### src/rtl/core/cit_pkg.sv
// Shared types, codes and helpers for the CAN id capture table.
package cit_pkg;

	localparam int unsigned CIT_MAX_IDS = 64;
	localparam int unsigned CIT_NUM_BUS = 2;
	localparam int unsigned CIT_MAX_LEN = 8;
	localparam int unsigned CIT_IDS_W   = 7;

	typedef enum logic [1:0] {
		REQ_CAPTURE = 2'd0,
		REQ_READ    = 2'd1,
		REQ_CLEAR   = 2'd2,
		REQ_UNUSED  = 2'd3
	} req_type_t;

	typedef enum logic [1:0] {
		OUT_UPDATED  = 2'd0,
		OUT_APPENDED = 2'd1,
		OUT_DROPPED  = 2'd2,
		OUT_NONE     = 2'd3
	} outcome_t;

	typedef struct packed {
		req_type_t   req_type;
		logic        bus_index;
		logic [28:0] frame_id;
		logic [3:0]  data_len;
		logic [63:0] payload;
		logic [31:0] timestamp;
		logic [5:0]  slot_index;
	} cit_req_t;

	typedef struct packed {
		outcome_t    capture_outcome;
		logic        slot_valid;
		logic [28:0] slot_id;
		logic [31:0] slot_count;
		logic [31:0] slot_age;
		logic [3:0]  slot_len;
		logic [63:0] slot_payload;
		logic [6:0]  ids_tracked;
		logic [31:0] total_frames;
		logic [31:0] dropped_frames;
	} cit_rsp_t;

	typedef struct packed {
		logic [28:0] id;
		logic [31:0] count;
		logic [31:0] seen_ts;
		logic [3:0]  len;
		logic [63:0] payload;
	} entry_t;

	typedef struct packed {
		logic load;
		logic scan;
		logic rd_issue;
		logic hit_wr;
		logic append;
		logic drop;
		logic finish;
	} cmd_t;

	typedef struct packed {
		logic hit;
		logic pend;
		logic scan_end;
		logic full;
		logic out_busy;
	} stat_t;

	function automatic logic [63:0] keep_bytes(input logic [63:0] d, input logic [3:0] len);
		logic [63:0] m;
		m = '0;
		for (int i = 0; i < CIT_MAX_LEN; i++) begin
			if (4'(i) < len) begin
				m[i*8 +: 8] = 8'hFF;
			end
		end
		return d & m;
	endfunction

endpackage

### src/rtl/core/cit_ctrl.sv
// Controller state machine sequencing accept, table search, read and result.
module cit_ctrl (
	input  logic                clk,
	input  logic                arst_n,
	input  logic                in_valid,
	input  cit_pkg::req_type_t  in_type,
	output logic                in_ready,
	input  cit_pkg::stat_t      stat,
	output cit_pkg::cmd_t       cmd
);

	typedef enum logic [1:0] {
		ST_IDLE,
		ST_SEARCH,
		ST_RD,
		ST_FINISH
	} state_t;

	state_t state_q;
	state_t state_d;

	assign in_ready = (state_q == ST_IDLE);

	always_comb begin
		cmd     = '0;
		state_d = state_q;
		unique case (state_q)
			ST_IDLE: begin
				if (in_valid) begin
					cmd.load = 1'b1;
					unique case (in_type)
						cit_pkg::REQ_CAPTURE: state_d = ST_SEARCH;
						cit_pkg::REQ_READ:    state_d = ST_RD;
						default:              state_d = ST_FINISH;
					endcase
				end
			end
			ST_SEARCH: begin
				if (stat.hit) begin
					cmd.hit_wr = 1'b1;
					state_d    = ST_FINISH;
				end else if (stat.pend || !stat.scan_end) begin
					cmd.scan = 1'b1;
				end else begin
					if (stat.full) begin
						cmd.drop = 1'b1;
					end else begin
						cmd.append = 1'b1;
					end
					state_d = ST_FINISH;
				end
			end
			ST_RD: begin
				cmd.rd_issue = 1'b1;
				state_d      = ST_FINISH;
			end
			ST_FINISH: begin
				if (!stat.out_busy) begin
					cmd.finish = 1'b1;
					state_d    = ST_IDLE;
				end
			end
			default: state_d = ST_IDLE;
		endcase
	end

	always_ff @(posedge clk or negedge arst_n) begin
		if (!arst_n) begin
			state_q <= ST_IDLE;
		end else begin
			state_q <= state_d;
		end
	end

endmodule

### config.mk
export PLATFORM = sky130hd
export DESIGN_NAME = cit_ctrl
export DESIGN_NICKNAME = d
export VERILOG_FILES = /design/src/rtl/core/cit_pkg.sv /design/src/rtl/core/cit_ctrl.sv
export SDC_FILE = /design/constraint.sdc
export NUM_CORES = 1
export LEC_CHECK = 0
export BUFFER_PORTS_ARGS = -buffer_cell sky130_fd_sc_hd__buf_2
export CORE_AREA = 4 4 41 43
export CTS_BUF_LIST = sky130_fd_sc_hd__clkbuf_4 sky130_fd_sc_hd__clkbuf_8 sky130_fd_sc_hd__clkbuf_16
export DETAILED_ROUTE_END_ITERATION = 8
export DIE_AREA = 0 0 45 47
export PLACE_DENSITY_LB_ADDON = 0.25
export SYNTH_ARGS = -nofsm -noshare
export SYNTH_HDL_FRONTEND = slang
export SYNTH_SLANG_ARGS = --single-unit
export TNS_END_PERCENT = 30
### constraint.sdc
create_clock -name clk -period 1.6 [get_ports clk]
set_clock_uncertainty 0.1 [all_clocks]
set_input_delay 0.48 -clock clk [delete_from_list [all_inputs] [get_ports clk]]
set_output_delay 0.48 -clock clk [all_outputs]
set_load 0.1 [all_outputs]
== After elaboration in Yosys (flattened, before gate mapping) ==
Index checks and enable logic that the tools add are counted.

* Flip-flop bits (word level): 2
* Latch bits: 0
* Bits in writable memories: 0
* Memory bits (read-only): 0
* Input bits: 10
* Output and inout port bits: 8
* Logic and storage cells: 33
* Memories: 0

* Add/subtract/negate cells: 0
* Multipliers: 0
* Div/mod/pow operators: 0
* Order comparisons: 0
* Equality and inequality tests: 7
* Shifts and indexed selects: 0
* Mux-type cells: 20
* Bitwise logic cells: 0
* Reduce and logical (&&, ||, !) cells: 5

{| class="wikitable"
|+ Operators by type and width
! operator !! number
|-
| $mux W2 || 6
|-
| $mux W1 || 11
|-
| $pmux W2 S4 || 1
|-
| $eq A2 B1 Y1 const B || 2
|-
| $eq A2 B2 Y1 const B || 2
|-
| $logic_not A2 Y1 || 2
|-
| $ne A2 B2 Y1 const B || 2
|-
| $pmux W2 S2 || 1
|-
| $mux W3 || 1
|-
| $ne A3 B3 Y1 const B || 1
|-
| $reduce_and A3 Y1 || 1
|-
| $logic_not A1 Y1 || 1
|-
| $logic_or A1 B1 Y1 || 1
|}

== Longest topological paths before layout ==
Gate-level depths: netlist (run 1).

* Word-level depth: 5
* Gate-level depth with buffers: 5
* Depth with buffers taken out: 5

== Worst setup path after synthesis (run 1) ==
Ideal clock, no wire load.

* Kind: reg-to-output
* From: register state_q[1]
* To: output cmd[2] (netlist name)
* Arrival time: 2.968 ns
* Required time: 1.020 ns
* Setup slack: -1.948 ns
* Stages on the path, launching flop included: 5
* Buffers on the path: 0
* Path through: dfrtp_1 > inv_1 > ha_1 > nand2b_4 > nor3b_1

{| class="wikitable"
|+ RTL lines
! element !! RTL line !! text
|-
| from (decl) || cit_ctrl.sv:19 || <nowiki>state_t state_q;</nowiki>
|-
| from (signal assigned) || cit_ctrl.sv:71 || <nowiki>state_q <= state_d;</nowiki>
|-
| to (decl) || cit_ctrl.sv:9 || <nowiki>output cit_pkg::cmd_t cmd</nowiki>
|}

==> impl_metrics.json, run 1 <==
{
  "worst-setup-path-type": "reg2out",
  "post-dp-hpwl_um": 559,
  "htreeDepth": 1,
  "p_per_area_nw_per_um2": 2190,
  "inserted_clock_buffers": 3,
  "num_vias": 290,
  "core_region_area_um2": 1300,
  "synth.lib_cells_used.distinct": 14,
  "run_status": "complete, but fails checks",
  "route.detailed.vias_per_inst": 4.03,
  "final.min_clock_period_ns": 1.88,
  "n_antenna_cell": 0,
  "register_bit_total_from_synthesis": 2,
  "final_hold_violating_endpoints": 0,
  "worstSetupStartpointType": "register",
  "yosys_warnings": 0,
  "synth.avg_cell_area_um2": 9.78,
  "grt_overflow": 0,
  "synth_commonest_cells": "ha_1, inv_1",
  "row_count": 13,
  "layout.filler_cells": 132,
  "cp_required_ns": 1.02,
  "cts_tree": "yes",
  "drive_above_1_share_pct": 75.4,
  "gp_congestion": 0.688,
  "overall_die_height_um": 47,
  "maxSlewHeadroom_pct": 85.6,
  "critical_path_peak_fanout": 3,
  "count_of_pins_on_the_block_boundary": 18,
  "ys_async_sr_fraction_pct": 100,
  "synth_nets": 42,
  "syn_inst": 27,
  "worst_pin_slew_ns": 0.216,
  "clock_sink_count": 2,
  "clock-root-buffer": "clkbuf_4",
  "report.power.total_w": 0.00141,
  "endpoint_kind": "output port",
  "drv.max_cap_violation_count": 0,
  "floorplan.die_area_um2": 2120,
  "failing_checks": "setup timing",
  "final_core_utilization_pct": 49.3,
  "max_freq_mhz": 531,
  "initial_antenna_violation_count": 0,
  "final_min_period_over_clock_period_pct": 118,
  "finalSetupViolCount": 10,
  "ys.flop_type": "dfrtp_1",
  "clk_transition_reported_paths_ns": 0.03,
  "grt_pass1_wl_um": 1110,
  "area_delta_synth_final_pct": 143,
  "rsz0062_at_grt": "true",
  "drt_pre_antenna_iters": 1,
  "largest_register_by_flop_count": "state_q",
  "biggest_area_consumer_among_synthesized_cells": "ha_1",
  "power.leakage_nw": 0.315,
  "grt_pass1_vias": 285,
  "largest_register_ff_count": 2,
  "design.final.nets": 74,
  "ys_seq_area_share_pct": 19.0,
  "netlist_top_cells_area": "ha_1, dfrtp_1, mux2_4, inv_1, o221ai_2",
  "placement.io_buffers": 17,
  "wl_per_cell_um": 9.74,
  "largest_registers": "state_q (2)",
  "synth.top_cell.area_share_pct": 23.7,
  "clk_path_buf_depth": 2,
  "timing.final.ws_setup_ns": -0.284,
  "initialDrtViolationCount": 0,
  "mappedNetlistArea_um2": 264,
  "final-max-slew-violation-count": 0,
  "place_ws_ns": -0.151,
  "maximum_number_of_pins_on_one_net_before_global_route_repair": 5,
  "ant_nets": 0,
  "drcViolationCount": 0,
  "total_routing_usage_reported_by_global_routing_pct": 7.58,
  "detail_route.wirelength_um": 701,
  "worst_skew_pair.late_latency_ns": 0.22,
  "irDropWorstVdd_mv": 1.11,
  "crit_arrival_ns": 1.30,
  "die_width_um": 45,
  "synth_edf_count": 0,
  "initial_utilization_pct": 20.3,
  "hp-class": "in2async"
}
==> metal layers <==
layer  track usage [%]  up-vias  wire length, um
met1              7.27      127              283
met3              1.53        0               67
met2              13.6       14              350
li1                  -      149                -
met5                 0        -                0
met4              7.02        0                0
==> metrics by stage <==
stage	instance area, um^2	hold slack [ns]	std cells	setup TNS, ns
after detailed placement	567	0.168	65	-0.502
after floorplan	298	0.0844	27	-3.69
after global placement	567	0.165	65	-0.476
final	642	0.473	72	-1.99
after global routing	642	0.486	72	-2.63
after CTS	632	0.459	71	-1.89
==> placed cells by master, fill, tap and decap left out, drive strengths merged <==
cell | synthesis | layout
o221ai | 1 | 1
clkbuf | 0 | 3
ha | 5 | 5
a31oi | 2 | 2
dlygate4sd3 | 0 | 1
nor3b | 1 | 1
and2 | 2 | 2
nand2 | 1 | 1
inv | 5 | 5
and4b | 1 | 1
nor2 | 2 | 2
nand2b | 1 | 1
dfrtp | 2 | 2
nor2b | 2 | 2
buf | 0 | 26
mux2 | 2 | 2
==> layout make-up <==
| class | instances | area, um^2 | share of cell area (%) |
|---|---|---|---|
| Clock buffer | 3 | 22.5 | 3.51 |
| Tap cell | 15 | 18.8 | 2.92 |
| Timing Repair Buffer | 27 | 283 | 44.1 |
| Sequential cell | 2 | 51.3 | 7.99 |
| Inverter | 5 | 18.8 | 2.92 |
| Multi-Input combinational cell | 20 | 248 | 38.6 |
==> worst max-delay path, cell delays in order, from the launching register on <==
cell	delay, ns
dfrtp_1	0.38
inv_2	0.08
ha_4	0.14
nand2b_4	0.07
nor3b_4	0.21
buf_12	0.20
==> report_power, final <==
| part | leakage [nW] | switching, W | total (W) | internal (W) |
|---|---|---|---|---|
| Sequential | 0.0217 | 0.0000304 | 0.000114 | 0.0000834 |
| Combinational | 0.279 | 0.000644 | 0.00118 | 0.000539 |
| Clock | 0.0138 | 0.0000283 | 0.000111 | 0.0000827 |
==> cell families after synthesis <==
logic type / Yosys count / share of synthesized area [%]
AND/OR/NAND/NOR: 10 / 28.4
buffers and inverters: 5 / 7.11
adder cells (fa/ha/maj): 5 / 23.7
AO/OA/AOI/OAI: 3 / 10.4
multiplexers: 2 / 11.4
flip-flops: 2 / 19.0
==> worst paths after layout <==
kind | startpoint | slack [ns] | cells past startpoint | end
max reg2reg | state_q[1] | -0.16 | 8 | state_q[0]
min | arst_n | 0.47 | 2 | state_q[1]
max in group asynchronous | arst_n | 0.82 | 2 | state_q[0]
max | state_q[1] | -0.28 | 5 | cmd[2]
min reg2reg | state_q[0] | 0.49 | 1 | state_q[0]
min in group clk | state_q[0] | 0.49 | 1 | state_q[0]
==> what timing repair did <==
action | in CTS | in global routing
hold buffers | 1 | 0
endpoints found under the setup margin | 10 | 10
pin swaps | 1 | 1
gates resized for setup | 3 | 1
hold endpoints to repair | 2 | 0
setup buffers | 2 | 1
(Power assumes the default switching activity.)
==> run 2: changes to the inputs <==
- CAP_MARGIN: unset -> 40
- CORE_AREA: 4 4 41 43 -> 2 2 39 41
- DIE_AREA: 0 0 45 47 -> 0 0 41 43
- clock period: 1.6 -> 2.3 ns (I/O delays scaled with it)
==> run 2 against run 1 <==
Setup slack improved by 0.39 ns; worst hold slack got worse by 0.33 ns; highest routed layer is now met4; die area down 17%; the flow now finishes without violations; core utilization down 12 points; design area is 20% lower; critical path depth shrank 2; non-clock buffer count down 10; critical path type unchanged; final cell count shrank 13%; sequential share of layout area up 1.8 points; sequential cell count unchanged; critical endpoint is now in_ready; clock-buffer cell count stayed put; global-route usage shrank 0.45 points.
==> impl_metrics.json, run 2 (synthesized netlist as in run 1, its figures left out) <==
{
  "run_status": "finished clean",
  "worst_pin_slew_ns": 0.484,
  "area_delta_synth_final_pct": 93.8,
  "tns_ns": 0,
  "grt_overflow": 0,
  "r2r_start": "state_q[0]",
  "cp_top_family": "buffers and inverters",
  "rr_endpoint": "state_q[0]",
  "count_of_pins_on_the_block_boundary": 18,
  "hp-class": "in2async",
  "num_vias": 259,
  "total_routing_usage_reported_by_global_routing_pct": 7.14,
  "initial_antenna_violation_count": 0,
  "row_count": 14,
  "finalSetupViolCount": 0,
  "initialDrtViolationCount": 2,
  "clock-root-buffer": "clkbuf_4",
  "final.min_clock_period_ns": 2.20,
  "die_width_um": 41,
  "gp_congestion": 0.649,
  "timing.final.ws_setup_ns": 0.103,
  "worstSetupStartpointType": "register",
  "cp_required_ns": 1.51,
  "htreeDepth": 1,
  "initial_utilization_pct": 19.1,
  "largest_register_by_flop_count": "state_q",
  "crit_arrival_ns": 1.41,
  "critical_path_peak_fanout": 4,
  "rsz0062_at_grt": "false",
  "wl_per_cell_um": 9.08,
  "endpoint": "in_ready",
  "detailed_place.area_um2": 477,
  "cts-hold-fix-buffers": 0,
  "design.final.nets": 64,
  "maximum_number_of_pins_on_one_net_before_global_route_repair": 5,
  "critical_path_depth": 3,
  "route.detailed.vias_per_inst": 4.11,
  "largest_registers": "state_q (2)",
  "final_hold_violating_endpoints": 0,
  "largest_register_ff_count": 2,
  "clock_sink_count": 2,
  "worst-setup-path-type": "reg2out",
  "grt_pass1_wl_um": 793,
  "inserted_clock_buffers": 3,
  "crit_path_start": "state_q[0]",
  "crit_chain": "inv_1, ha_1, buf_2",
  "n_antenna_cell": 0,
  "critical-path-slowest-cell": "dfrtp_1",
  "worst_skew_pair.late_latency_ns": 0.23,
  "layout.filler_cells": 134,
  "floorplan.die_area_um2": 1760,
  "place_ws_ns": 0.112,
  "final-max-slew-violation-count": 0,
  "ant_nets": 0,
  "final_core_utilization_pct": 37.0,
  "final_cell_mix": "buf_2, buf_12, inv_1, ha_1, clkbuf_4",
  "core_region_area_um2": 1380,
  "r2r.worst_path.cells": 5,
  "placement.io_buffers": 17,
  "layout.cell_area.non_filler_um2": 512,
  "commonest_non_fill_non_tap_cell_in_the_layout": "buf_2",
  "drt_pre_antenna_iters": 4,
  "clk_transition_reported_paths_ns": 0.03,
  "cp_slowest_stage_delay_ns": 0.43,
  "combined_buffer_and_inverter_count_along_the_critical_path": 2,
  "drcViolationCount": 0,
  "cts_tree": "yes",
  "drv.max_cap_violation_count": 0,
  "worst-r2r-setup-slack_ns": 0.70,
  "max_freq_mhz": 455,
  "final_min_period_over_clock_period_pct": 95.5,
  "clk_path_buf_depth": 2,
  "overall_die_height_um": 43,
  "maxSlewHeadroom_pct": 68.0,
  "grt_pass1_vias": 198,
  "drive_above_1_share_pct": 66.0,
  "detail_route.wirelength_um": 572,
  "endpoint_kind": "output port"
}
-- run 2: worst min-delay path by stage --
| stage | start | end | slack [ns] |
|---|---|---|---|
| after floorplan | arst_n | state_q[0] | 0.29 |
| final | arst_n | state_q[1] | 0.14 |
| after detailed placement | arst_n | state_q[0] | 0.38 |
| after CTS | arst_n | state_q[1] | 0.13 |
| after global routing | arst_n | state_q[1] | 0.12 |
| after global placement | arst_n | state_q[0] | 0.38 |
-- run 2: worst register-to-register path, cell delays in order, from the launching register on --
cell,delay [ns]
dfrtp_1,0.43
inv_1,0.13
ha_1,0.19
inv_1,0.06
o221ai_2,0.25
mux2_4,0.33
-- run 2: cell type report --
class                      instances  area [um^2]  share of cell area (%)
timing repair buffer              17          175                    34.2
tap                               16         20.0                    3.91
multi-input combinational         20          225                    44.0
inverter                           5         18.8                    3.67
sequential                         2         50.0                    9.78
clock buffer                       3         22.5                    4.40
-- run 2: per-stage QoR --
step / hold slack, ns / instances
final: 0.141 / 63
after global routing: 0.124 / 63
after CTS: 0.129 / 63
after detailed placement: 0.377 / 60
after global placement: 0.375 / 60
after floorplan: 0.294 / 27
-- run 2: timing repair --
item / CTS / global route
cloned: 0 / 0
endpoints found under the setup margin: 1 / 1
gates resized for setup: 1 / 2
setup buffers: 0 / 0
-- run 2: routing by layer --
| layer | up-vias | global-route usage, % | routed length, um |
|---|---|---|---|
| li1 | 129 | - | - |
| met1 | 111 | 8.06 | 234 |
| met2 | 17 | 9.69 | 252 |
| met3 | 2 | 1.57 | 70 |
| met4 | 0 | 8.00 | 15 |
| met5 | - | 0 | 0 |
Power of run 2 is not shown: default switching activity piles up to over one toggle a cycle in this logic, so the estimate is an artifact.
